<file path="src/hdl/ntre_pkg.sv">
// shared types and constants for the ndef text record extractor
package ntre_pkg;

    localparam int BYTE_W    = 8;
    localparam int COUNT_W   = 10;
    localparam int BUFSZ_W   = 11;
    localparam int PAYLEN_W  = 32;
    localparam int LEFT_W    = 3;
    localparam int KIND_W    = 2;
    localparam int ADDR_W    = 3;
    localparam int DATA_W    = 32;

    localparam logic [BUFSZ_W-1:0] BUFSZ_RESET = 11'd64;
    localparam logic [BUFSZ_W-1:0] BUFSZ_MAX   = 11'd1024;

    localparam logic [0:0] REG_BUFFER_SIZE = 1'b0;

    localparam logic [BYTE_W-1:0] TLV_NULL       = 8'h00;
    localparam logic [BYTE_W-1:0] TLV_LOCK_CTRL  = 8'h01;
    localparam logic [BYTE_W-1:0] TLV_MEM_CTRL   = 8'h02;
    localparam logic [BYTE_W-1:0] TLV_NDEF       = 8'h03;
    localparam logic [BYTE_W-1:0] TLV_PROPRIETARY = 8'hfd;
    localparam logic [BYTE_W-1:0] TLV_TERMINATOR = 8'hfe;

    localparam logic [BYTE_W-1:0] CTRL_SKIP_LEN  = 8'd4;
    localparam logic [2:0]        TNF_WELL_KNOWN = 3'd1;
    localparam int                HDR_SR_BIT     = 4;
    localparam int                HDR_IL_BIT     = 3;
    localparam int                STATUS_UTF16_BIT = 7;
    localparam logic [BYTE_W-1:0] TYPE_TEXT      = 8'h54;
    localparam logic [LEFT_W-1:0] PAYLEN_SHORT   = 3'd1;
    localparam logic [LEFT_W-1:0] PAYLEN_LONG    = 3'd4;

    typedef enum logic [KIND_W-1:0] {
        KIND_TEXT       = 2'd0,
        KIND_TERMINATOR = 2'd1,
        KIND_ERROR      = 2'd2
    } kind_t;

    typedef enum logic [3:0] {
        PH_TAG      = 4'd0,
        PH_SKIP     = 4'd1,
        PH_PROP_LEN = 4'd2,
        PH_NDEF_LEN = 4'd3,
        PH_HEADER   = 4'd4,
        PH_TYPE_LEN = 4'd5,
        PH_PAYLEN   = 4'd6,
        PH_IDLEN    = 4'd7,
        PH_TYPE     = 4'd8,
        PH_ID       = 4'd9,
        PH_STATUS   = 4'd10,
        PH_LANG     = 4'd11,
        PH_TEXT     = 4'd12,
        PH_REST     = 4'd13,
        PH_DONE     = 4'd14
    } phase_t;

    typedef struct packed {
        logic                valid;
        kind_t               kind;
        logic [BYTE_W-1:0]   char_value;
        logic [COUNT_W-1:0]  text_length;
        logic                last;
    } result_t;

endpackage

</file>
<file path="src/hdl/ndef_text_record_extractor.sv">
// top level: input register, parser, result register and apb register port
//
//  channel   direction  handshake          payload
//  s_        in         s_valid/s_ready    s_tag_byte, s_first
//  m_        out        m_valid/m_ready    m_kind, m_char_value, m_text_length, m_last
//  apb       in/out     psel/penable       paddr, pwdata, prdata (buffer_size at 0x0)
//
// one byte per cycle unless the output stalls; a byte is held in the input register
// and its result, if any, enters the result register as the byte leaves it
// the parse state updates in the same cycle the byte leaves the input register
// a stalled result holds the input register, which then holds s_ready low
// reset is synchronous and restores buffer_size to 64 and the tag-expect state
module ndef_text_record_extractor (
    input  logic                           aclk,
    input  logic                           aresetn,
    input  logic                           s_valid,
    output logic                           s_ready,
    input  logic [ntre_pkg::BYTE_W-1:0]    s_tag_byte,
    input  logic                           s_first,
    output logic                           m_valid,
    input  logic                           m_ready,
    output logic [ntre_pkg::KIND_W-1:0]    m_kind,
    output logic [ntre_pkg::BYTE_W-1:0]    m_char_value,
    output logic [ntre_pkg::COUNT_W-1:0]   m_text_length,
    output logic                           m_last,
    input  logic                           psel,
    input  logic                           penable,
    input  logic                           pwrite,
    input  logic [ntre_pkg::ADDR_W-1:0]    paddr,
    input  logic [ntre_pkg::DATA_W-1:0]    pwdata,
    output logic [ntre_pkg::DATA_W-1:0]    prdata,
    output logic                           pready
);
    import ntre_pkg::*;

    logic                in_valid_reg;
    logic [BYTE_W-1:0]   in_byte_reg;
    logic                in_first_reg;
    logic [BUFSZ_W-1:0]  buffer_size_reg;
    logic                out_free;
    logic                advance;
    logic                cfg_write;
    result_t             result;

    assign out_free  = !m_valid || m_ready;
    assign advance   = in_valid_reg && out_free;
    assign s_ready   = !in_valid_reg || advance;
    assign pready    = 1'b1;
    assign cfg_write = psel && penable && pwrite && (paddr[2] == REG_BUFFER_SIZE);

    always_ff @(posedge aclk) begin
        if (!aresetn) begin
            in_valid_reg <= 1'b0;
        end else if (s_ready) begin
            in_valid_reg <= s_valid;
        end
    end

    always_ff @(posedge aclk) begin
        if (s_ready && s_valid) begin
            in_byte_reg  <= s_tag_byte;
            in_first_reg <= s_first;
        end
    end

    always_ff @(posedge aclk) begin
        if (!aresetn) begin
            buffer_size_reg <= BUFSZ_RESET;
        end else if (cfg_write) begin
            buffer_size_reg <= pwdata[BUFSZ_W-1:0];
        end
    end

    always_comb begin
        prdata = '0;
        if (paddr[2] == REG_BUFFER_SIZE) begin
            prdata = {{(DATA_W-BUFSZ_W){1'b0}}, buffer_size_reg};
        end
    end

    ntre_parser u_parser (
        .aclk        (aclk),
        .aresetn     (aresetn),
        .step        (advance),
        .tag_byte    (in_byte_reg),
        .first       (in_first_reg),
        .buffer_size (buffer_size_reg),
        .result      (result)
    );

    ntre_out_reg u_out_reg (
        .aclk          (aclk),
        .aresetn       (aresetn),
        .load          (advance),
        .result        (result),
        .m_ready       (m_ready),
        .m_valid       (m_valid),
        .m_kind        (m_kind),
        .m_char_value  (m_char_value),
        .m_text_length (m_text_length),
        .m_last        (m_last)
    );

endmodule

</file>
<file path="src/hdl/ntre_parser.sv">
// tlv walker and text record decoder: parse state and one-byte step logic
module ntre_parser (
    input  logic                          aclk,
    input  logic                          aresetn,
    input  logic                          step,
    input  logic [ntre_pkg::BYTE_W-1:0]   tag_byte,
    input  logic                          first,
    input  logic [ntre_pkg::BUFSZ_W-1:0]  buffer_size,
    output ntre_pkg::result_t             result
);
    import ntre_pkg::*;

    phase_t               phase_reg, phase_next;
    logic [BYTE_W-1:0]    skip_reg, skip_next;
    logic [BYTE_W-1:0]    tlv_reg, tlv_next;
    logic                 sr_reg, sr_next;
    logic                 il_reg, il_next;
    logic [BYTE_W-1:0]    type_len_reg, type_len_next;
    logic [BYTE_W-1:0]    id_len_reg, id_len_next;
    logic [PAYLEN_W-1:0]  pay_len_reg, pay_len_next;
    logic [LEFT_W-1:0]    left_reg, left_next;
    logic                 is_text_reg, is_text_next;
    logic [PAYLEN_W-1:0]  copy_reg, copy_next;
    logic [COUNT_W-1:0]   emitted_reg, emitted_next;

    phase_t               cur_phase;
    logic [BYTE_W-1:0]    cur_skip, cur_tlv, cur_type_len, cur_id_len;
    logic                 cur_sr, cur_il, cur_is_text;
    logic [PAYLEN_W-1:0]  cur_pay_len, cur_copy;
    logic [LEFT_W-1:0]    cur_left;
    logic [COUNT_W-1:0]   cur_emitted;
    logic                 in_record;
    logic [BUFSZ_W-1:0]   cap;
    logic [BUFSZ_W-1:0]   budget_full;
    logic [COUNT_W-1:0]   budget;
    logic [5:0]           lang_len;
    logic [PAYLEN_W-1:0]  lang_ext;

    // budget is min(buffer_size, 1024) - 1, zero when buffer_size is zero
    always_comb begin
        cap         = (buffer_size > BUFSZ_MAX) ? BUFSZ_MAX : buffer_size;
        budget_full = (cap == '0) ? '0 : cap - 11'd1;
        budget      = budget_full[COUNT_W-1:0];
    end

    always_comb begin
        cur_phase    = first ? PH_TAG : phase_reg;
        cur_skip     = first ? '0 : skip_reg;
        cur_tlv      = first ? '0 : tlv_reg;
        cur_sr       = first ? 1'b0 : sr_reg;
        cur_il       = first ? 1'b0 : il_reg;
        cur_type_len = first ? '0 : type_len_reg;
        cur_id_len   = first ? '0 : id_len_reg;
        cur_pay_len  = first ? '0 : pay_len_reg;
        cur_left     = first ? '0 : left_reg;
        cur_is_text  = first ? 1'b0 : is_text_reg;
        cur_copy     = first ? '0 : copy_reg;
        cur_emitted  = first ? '0 : emitted_reg;

        phase_next    = cur_phase;
        skip_next     = cur_skip;
        tlv_next      = cur_tlv;
        sr_next       = cur_sr;
        il_next       = cur_il;
        type_len_next = cur_type_len;
        id_len_next   = cur_id_len;
        pay_len_next  = cur_pay_len;
        left_next     = cur_left;
        is_text_next  = cur_is_text;
        copy_next     = cur_copy;
        emitted_next  = cur_emitted;

        result.valid       = 1'b0;
        result.kind        = KIND_TEXT;
        result.char_value  = '0;
        result.text_length = cur_emitted;
        result.last        = 1'b0;

        lang_len = tag_byte[5:0];
        lang_ext = {{(PAYLEN_W-6){1'b0}}, lang_len};

        in_record = (cur_phase >= PH_HEADER) && (cur_phase <= PH_REST);
        if (in_record && (cur_tlv != '0)) begin
            tlv_next = cur_tlv - 8'd1;
        end

        case (cur_phase)
            PH_TAG: begin
                if (tag_byte == TLV_NULL) begin
                    phase_next = PH_TAG;
                end else if (tag_byte == TLV_LOCK_CTRL || tag_byte == TLV_MEM_CTRL) begin
                    skip_next  = CTRL_SKIP_LEN;
                    phase_next = PH_SKIP;
                end else if (tag_byte == TLV_NDEF) begin
                    phase_next = PH_NDEF_LEN;
                end else if (tag_byte == TLV_PROPRIETARY) begin
                    phase_next = PH_PROP_LEN;
                end else if (tag_byte == TLV_TERMINATOR) begin
                    phase_next   = PH_DONE;
                    result.valid = 1'b1;
                    result.kind  = KIND_TERMINATOR;
                    result.last  = 1'b1;
                end else begin
                    phase_next   = PH_DONE;
                    result.valid = 1'b1;
                    result.kind  = KIND_ERROR;
                    result.last  = 1'b1;
                end
            end
            PH_SKIP: begin
                if (cur_skip != '0) begin
                    skip_next = cur_skip - 8'd1;
                end
                if (skip_next == '0) begin
                    phase_next = PH_TAG;
                end
            end
            PH_PROP_LEN: begin
                skip_next  = tag_byte;
                phase_next = (tag_byte == '0) ? PH_TAG : PH_SKIP;
            end
            PH_NDEF_LEN: begin
                tlv_next   = tag_byte;
                phase_next = (tag_byte == '0) ? PH_TAG : PH_HEADER;
            end
            PH_HEADER: begin
                sr_next      = tag_byte[HDR_SR_BIT];
                il_next      = tag_byte[HDR_IL_BIT];
                id_len_next  = '0;
                pay_len_next = '0;
                phase_next   = (tag_byte[2:0] == TNF_WELL_KNOWN) ? PH_TYPE_LEN : PH_REST;
            end
            PH_TYPE_LEN: begin
                type_len_next = tag_byte;
                left_next     = cur_sr ? PAYLEN_SHORT : PAYLEN_LONG;
                phase_next    = PH_PAYLEN;
            end
            PH_PAYLEN: begin
                pay_len_next = {cur_pay_len[PAYLEN_W-BYTE_W-1:0], tag_byte};
                if (cur_left != '0) begin
                    left_next = cur_left - 3'd1;
                end
                if (left_next == '0) begin
                    if (cur_il) begin
                        phase_next = PH_IDLEN;
                    end else begin
                        is_text_next = 1'b0;
                        if (cur_type_len == '0) begin
                            phase_next = PH_REST;
                        end else begin
                            skip_next  = cur_type_len;
                            phase_next = PH_TYPE;
                        end
                    end
                end
            end
            PH_IDLEN: begin
                id_len_next  = tag_byte;
                is_text_next = 1'b0;
                if (cur_type_len == '0) begin
                    phase_next = PH_REST;
                end else begin
                    skip_next  = cur_type_len;
                    phase_next = PH_TYPE;
                end
            end
            PH_TYPE: begin
                if (cur_skip == cur_type_len) begin
                    is_text_next = (cur_type_len == 8'd1) && (tag_byte == TYPE_TEXT);
                end
                if (cur_skip != '0) begin
                    skip_next = cur_skip - 8'd1;
                end
                if (skip_next == '0) begin
                    if (!is_text_next) begin
                        phase_next = PH_REST;
                    end else if (cur_id_len != '0) begin
                        skip_next  = cur_id_len;
                        phase_next = PH_ID;
                    end else begin
                        phase_next = PH_STATUS;
                    end
                end
            end
            PH_ID: begin
                if (cur_skip != '0) begin
                    skip_next = cur_skip - 8'd1;
                end
                if (skip_next == '0) begin
                    phase_next = PH_STATUS;
                end
            end
            PH_STATUS: begin
                if (tag_byte[STATUS_UTF16_BIT]) begin
                    phase_next = PH_REST;
                end else begin
                    copy_next = (cur_pay_len > lang_ext) ?
                                (cur_pay_len - lang_ext - 32'd1) : '0;
                    if (lang_len != '0) begin
                        skip_next  = {2'b00, lang_len};
                        phase_next = PH_LANG;
                    end else begin
                        phase_next = (copy_next == '0) ? PH_REST : PH_TEXT;
                    end
                end
            end
            PH_LANG: begin
                if (cur_skip != '0) begin
                    skip_next = cur_skip - 8'd1;
                end
                if (skip_next == '0) begin
                    phase_next = (cur_copy == '0) ? PH_REST : PH_TEXT;
                end
            end
            PH_TEXT: begin
                if (cur_copy != '0) begin
                    copy_next = cur_copy - 32'd1;
                    if (cur_emitted < budget) begin
                        emitted_next       = cur_emitted + 10'd1;
                        result.valid       = 1'b1;
                        result.kind        = KIND_TEXT;
                        result.char_value  = tag_byte;
                        result.text_length = emitted_next;
                    end
                end
                if (copy_next == '0) begin
                    phase_next = PH_REST;
                end
            end
            PH_REST: begin
                phase_next = PH_REST;
            end
            default: begin
                phase_next = PH_DONE;
            end
        endcase

        // running out of ndef tlv length always returns to tag parsing
        if (in_record && (tlv_next == '0)) begin
            phase_next = PH_TAG;
        end
    end

    always_ff @(posedge aclk) begin
        if (!aresetn) begin
            phase_reg    <= PH_TAG;
            skip_reg     <= '0;
            tlv_reg      <= '0;
            sr_reg       <= 1'b0;
            il_reg       <= 1'b0;
            type_len_reg <= '0;
            id_len_reg   <= '0;
            pay_len_reg  <= '0;
            left_reg     <= '0;
            is_text_reg  <= 1'b0;
            copy_reg     <= '0;
            emitted_reg  <= '0;
        end else if (step) begin
            phase_reg    <= phase_next;
            skip_reg     <= skip_next;
            tlv_reg      <= tlv_next;
            sr_reg       <= sr_next;
            il_reg       <= il_next;
            type_len_reg <= type_len_next;
            id_len_reg   <= id_len_next;
            pay_len_reg  <= pay_len_next;
            left_reg     <= left_next;
            is_text_reg  <= is_text_next;
            copy_reg     <= copy_next;
            emitted_reg  <= emitted_next;
        end
    end

endmodule

</file>
<file path="src/hdl/ntre_out_reg.sv">
// result register on the output channel
module ntre_out_reg (
    input  logic                           aclk,
    input  logic                           aresetn,
    input  logic                           load,
    input  ntre_pkg::result_t              result,
    input  logic                           m_ready,
    output logic                           m_valid,
    output logic [ntre_pkg::KIND_W-1:0]    m_kind,
    output logic [ntre_pkg::BYTE_W-1:0]    m_char_value,
    output logic [ntre_pkg::COUNT_W-1:0]   m_text_length,
    output logic                           m_last
);
    import ntre_pkg::*;

    logic    valid_reg;
    result_t data_reg;

    always_ff @(posedge aclk) begin
        if (!aresetn) begin
            valid_reg <= 1'b0;
        end else if (load && result.valid) begin
            valid_reg <= 1'b1;
        end else if (m_ready) begin
            valid_reg <= 1'b0;
        end
    end

    always_ff @(posedge aclk) begin
        if (load && result.valid) begin
            data_reg <= result;
        end
    end

    assign m_valid       = valid_reg;
    assign m_kind        = data_reg.kind;
    assign m_char_value  = data_reg.char_value;
    assign m_text_length = data_reg.text_length;
    assign m_last        = data_reg.last;

endmodule
</file>
<file path="config.mk">
export PLATFORM = sky130hd
export DESIGN_NAME = ndef_text_record_extractor
export DESIGN_NICKNAME = d
export VERILOG_FILES = /design/src/hdl/ntre_pkg.sv /design/src/hdl/ndef_text_record_extractor.sv /design/src/hdl/ntre_parser.sv /design/src/hdl/ntre_out_reg.sv
export SDC_FILE = /design/constraint.sdc
export NUM_CORES = 1
export LEC_CHECK = 0
export ABC_AREA = 0
export BUFFER_PORTS_ARGS = -buffer_cell sky130_fd_sc_hd__buf_2
export CAP_MARGIN = 25
export CORE_ASPECT_RATIO = 1.25
export CORE_MARGIN = 2
export CORE_UTILIZATION = 47
export CTS_BUF_LIST = sky130_fd_sc_hd__clkbuf_16
export CTS_CLUSTER_DIAMETER = 60
export DETAILED_ROUTE_END_ITERATION = 16
export PLACE_DENSITY = 0.63
export RECOVER_POWER = 25
export SETUP_SLACK_MARGIN = 0.5
export SLEW_MARGIN = 20
export SYNTH_ARGS = -nofsm -noshare
export SYNTH_HDL_FRONTEND = slang
export SYNTH_SLANG_ARGS = --single-unit
</file>
<file path="constraint.sdc">
create_clock -name aclk -period 6.5 [get_ports aclk]
set_input_delay 0.325 -clock aclk [delete_from_list [all_inputs] [get_ports aclk]]
set_output_delay 0.325 -clock aclk [all_outputs]
set_load 0.03 [all_outputs]
</file>
---- Word level (Yosys, flattened, before mapping) ----
Index checks and enable logic that the tools add are counted.
word-level totals
  input bits .............................. 51
  register bits after elaboration ......... 159
  output and inout bits ................... 56
  logic and storage cells ................. 185
cells by class
  muxes and demuxes ....................... 90
  reductions and logical operators ........ 37
  add/sub/neg operators ................... 8
  equality and inequality tests ........... 22
  bitwise operators ....................... 2
  $lt $le $gt $ge ......................... 5
operator list
  kind                                                 count
  2-to-1 mux 32 bit                                    6
  2-to-1 mux 8 bit                                     22
  one-hot mux 32 bit (2 select lines)                  2
  zero test 32 bit                                     3
  one-hot mux 8 bit (9 select lines)                   1
  2-to-1 mux 4 bit                                     17
  subtractor 32 x 1 -> 32 bit, second input constant   2
  2-to-1 mux 10 bit                                    6
  zero test 8 bit                                      7
  one-hot mux 4 bit (14 select lines)                  1
  2-to-1 mux 21 bit                                    2
  greater-than comparator 32 x 6 -> 1 bit              1
  nonzero test 32 bit                                  1
  subtractor 32 x 6 -> 32 bit                          1
  2-to-1 mux 3 bit                                     10
  equality test 4 bit, second input constant           6
  nonzero test 8 bit                                   3
  2-to-1 mux 11 bit                                    2
  equality test 4 x 3 -> 1 bit, second input constant  4
  equality test 8 x 1 -> 1 bit, second input constant  2
  equality test 8 x 2 -> 1 bit, second input constant  2
  equality test 8 bit, second input constant           2
  one-hot mux 8 bit (2 select lines)                   1
  subtractor 8 x 1 -> 8 bit, second input constant     2
  other kinds (28)                                     58

---- Depth between registers and ports, before layout ----
  depth in word-level cells ............... 10
  depth in mapped cells ................... 23
  mapped depth without buffers ............ 16

---- Cells and area by module ----
Synthesis repeated with hierarchy kept, for this count alone.
second synthesis, totals
  cell total of the unflattened synthesis .. 1675
  area total of the unflattened synthesis .. 12499.5 um^2
by module, submodules not included
  module                      times used  seq. area each (um^2)  area each (um^2)  cells an instance
  ntre_parser                 1           2322.2                 10794.1           1550
  ndef_text_record_extractor  1           510.5                  1034.7            100
  ntre_out_reg                1           650.6                  670.6             25

---- Least setup slack after synthesis ----
Ideal clock, no wire load.
  path kind ............................... register to register
  start point ............................. reg in_first_reg
  end point ............................... reg u_out_reg.data_reg (netlist bit u_out_reg.m_char_value[0]), enable pin
  data required time ...................... 6066 ps
  cell stages (with the launch flop) ...... 18
  arrival time ............................ 5039 ps
  period minus slack after synthesis ...... 5473 ps
  buffers on the path ..................... 9
  library setup time ...................... 434 ps
  path slack .............................. 1027 ps
  path through ............................ edfxtp_1 buf_2 buf_2 buf_2 buf_2 buf_1 buf_1 clkbuf_1 buf_2 nor2_1 ha_1 a21o_1 a21o_1 a21oi_1 o211a_1 buf_2 nor2_1 a211oi_1
between the ends
  word-level cells in the longest chain between the ends .. 6
  elaborated cells on any way between the ends .. 11
  classes of those cells .................. order compare (1); eq/ne (1); mux (6); reduce/logical (3)
RTL lines
  what                                    RTL line                          text
  start: declaration                      ndef_text_record_extractor.sv:38  logic in_first_reg;
  start signal: assignment                ndef_text_record_extractor.sv:62  in_first_reg <= s_first;
  2-to-1 mux 10 bit                       ntre_parser.sv:58                 cur_emitted = first ? '0 : emitted_reg;
  less-than comparator 10 bit             ntre_parser.sv:218                if (cur_emitted < budget) begin
  2-to-1 mux 21 bit                       ntre_parser.sv:218
  2-to-1 mux 21 bit                       ntre_parser.sv:216                if (cur_copy != '0) begin
  one-hot mux 3 bit (2 select lines) (*)  ntre_parser.sv:87                 case (cur_phase)
  logical AND 1 bit (*)                   ntre_out_reg.sv:30                if (load && result.valid) begin
  end signal: assignment                  ntre_out_reg.sv:31                data_reg <= result;
  end: declaration                        ntre_out_reg.sv:17                result_t data_reg;
Every way passes the cells marked *; elsewhere a longest branch is shown, timed or not.
A chain may end at the register's enable or synchronous reset.

---- Worst setup path in the final report ----
  start point ............................. in aresetn
  end point ............................... reg u_parser.skip_reg[7]
RTL lines
  what                    RTL line                          text
  start: declaration      ndef_text_record_extractor.sv:15  input logic aresetn,
  end signal: assignment  ntre_parser.sv:260                skip_reg <= skip_next;
  end: declaration        ntre_parser.sv:14                 logic [BYTE_W-1:0] skip_reg, skip_next;
No word-level cell between the ends.

==> results.md <==
* Status: finished with violations
* Failing checks: max-capacitance violations, max-slew violations
* Synth Area in Compound Gates at 29.9%
* Drt pass-1 iters at 6
* Slew margin rel. at -155%
* Sequential share of power at 39.9%
* Largest family of logic cells by synthesized area: compound AO/OA/AOI/OAI gates
* Mux contribution to synthesized area at 1.18%
* Die height at 185 um
* Grt ovf at 0
* Final Critical Period at 4.94 ns
* Fin Clk Skew at 0.0124 ns
* EDFF count, synth at 30
* Most frequent cell after synthesis: nor2_1
* Core Box Area at 25800 sq um
* Post-Synth XOR/XNOR Area at 2.72%
* Post-CTS Setup Inserts at 0
* Aggregate global-route resource usage at 29.7%
* Reg2Reg Depth at 16
* Via Count at 12766
* DR WL/cell at 20.8 um
* Total negative slack at 0 ns
* Worst Setup End Kind: flip-flop
* Number of port buffers at 61
* Leak at 4.69 nW
* Die X-Extent at 148 um
* Synth top area cells: dfxtp_1 21%, edfxtp_1 7.4%, nor2_1 5.8%
* Combinational power share at 19.2%
* Inserted Diodes at 0
* Rows at 66
* Highest clock rate at 0.202 GHz
* Hold Crit Depth at 1
* Post-route cell area at 13200 sq um
* Pins Over Slew Limit at 82
* Resized Gates After CTS at 0
* Clock Latency Late Sink at 0.45 ns
* 1st-iter DRT viols at 1368
* Drt drc at 0
* Worst-Margin Slew at 3.82 ns
* Post-detail-place hpwl at 28.5 mm
* Initial antenna violation count at 0
* Final net count at 1683
* Routability congestion estimate at 0.955
* Synth async-reset ratio at 0%
* Share of cells above drive strength 1 at 8.33%
* Netlist cell types at 103
* Switching power total at 849 uW
* Clock Sinks at 159
* Pwr Density at 202 nW/um^2
* Drt total wl at 40.7 mm
* Clk slew on worst S/H paths at 0.07 ns
* Critical Path Fanout Max at 81
* Avg Vias per Cell at 6.51
* Post-synthesis sequential area ratio at 28.4%
* CTS Buf Count at 17
* IO Pins at 107
* Final worst-path cycle share at 76.0%
* Vias in the first global route at 11684
* Final setup vio count at 0
* Area share of the largest cell type after synthesis at 21.1%
* Final-report hold violation count at 0
* Cts hold-fix bufs at 0
* Largest net degree at the start of global routing at 102
* Die area at 27400 sq um
* Placed cell areas at 12600 sq um
* Area Overhead vs Synth at 7.67%
* Post-synthesis adder-cell area fraction at 2.63%
* H-tree depth at 4
* Top FF cell, synth: dfxtp_1
* WP data arrival at 5.24 ns
* Clk pwr share at 40.8%
* YS warnings at 0
* RSZ-0062 raised after global routing: false
* DRT antenna net count at 0
* Initial Utilization at 47.4%
* Startpoint types: input pin
* Mean Syn Cell Area at 7.53 sq um
* Synthesized cell area at 12300 sq um
* Sw Share at 31.8%
* Simple-Gate Fraction of Synth Area at 28.3%
* Clock root buffer: clkbuf_16
* CTS tree: done
* Max Root-Sink Buffers at 2
* Worst EP required at 6.79 ns
* Hold Path Class: input pin to flip-flop
* Int Pwr at 1.82 mW
* Most instantiated cells after synthesis: 190 x nor2_1, 141 x nand2_1, 129 x dfxtp_1
* VDD IR max at 180 uV
* Post-synthesis cell count at 1628
* Critical path class: input pin to flip-flop
* First-pass GRT wire length at 64.7 mm
* Max-Cap Viols at 1
* Leading area contributor after synthesis: dfxtp_1
* Flops & latches, synth at 159
-- power by group through the flow --
stage	logic [mW]	registers, mW	clock network (mW)
after floorplan	0.374	1.08	0
after global placement	0.500	1.09	0
after detailed placement	0.502	1.09	0
after CTS	0.505	1.07	1.10
after global routing	0.557	1.07	1.14
final	0.514	1.07	1.09
-- cell type report --
type                       instances  area, sq um
fill                            2551        12700
timing repair buffer              84          454
clock buffer                      18          450
sequential                       159         3480
clock inverter                    14          165
tap                              340          425
inverter                          44          166
multi-input combinational       1301         8050
-- cell families (layout without fill, tap and decap cells) --
| group | after synthesis | count (layout) |
|---|---|---|
| fa+ha+maj | 26 | 26 |
| xor+xnor | 38 | 38 |
| compound gates | 530 | 530 |
| flops | 159 | 159 |
| other cells | 2 | 22 |
| simple gates | 672 | 672 |
| mux | 13 | 13 |
| buf+inv | 188 | 160 |
-- per-layer routing --
| layer | share of wire [%] | GRT usage (%) | up-vias | wire, um |
|---|---|---|---|---|
| li1 | - | - | 6030 | - |
| met1 | 41 | 37.3 | 6032 | 16700 |
| met2 | 48 | 50.0 | 587 | 19500 |
| met3 | 6.6 | 4.58 | 117 | 2700 |
| met4 | 4.6 | 14.0 | 0 | 1860 |
| met5 | 0 | 0 | - | 0 |
-- layout by cell type, fill, tap and decap left out, types with 24 or more instances in the layout --
cell type,n
nand3_1,50
ha_1,25
dfxtp_1,129
nor2_1,189
buf_2,25
clkbuf_1,37
nand2_1,141
o21ai_0,92
xnor2_1,24
inv_1,43
a22oi_1,83
nor4_1,27
nor2b_1,44
nor3_1,58
a21oi_1,104
a31oi_1,25
edfxtp_1,30
-- worst paths after layout --
path	start	end	slack, ns
setup / recovery	aresetn	u_parser.skip_reg[7]	1.56
hold / removal	s_tag_byte[7]	in_byte_reg[7]	0.05
setup reg to reg	buffer_size_reg[10]	u_out_reg.m_text_length[7]	2.13
hold reg to reg	u_parser.emitted_reg[9]	u_parser.emitted_reg[9]	0.47
-- through the flow --
step / utilization (%) / total power, mW / instances / setup WS, ns / hold slack (ns)
after detailed placement: 48.7 / 1.59 / 1926 / 2.17 / 0.459
after global placement: 48.7 / 1.59 / 1926 / 2.23 / 0.448
final: 51.0 / 2.67 / 1960 / 1.56 / 0.0525
after floorplan: - / 1.46 / 1648 / 1.03 / 0.424
after global routing: 51.0 / 2.77 / 1960 / 1.14 / 0.0463
after CTS: 51.1 / 2.67 / 1958 / 2.12 / 0.0465
-- critical path: stages --
cell,delay [ns]
clkbuf_1,1.01
clkinvlp_2,1.44
clkbuf_1,1.63
a2111oi_0,0.81
Power figures use the tool's default switching activity.
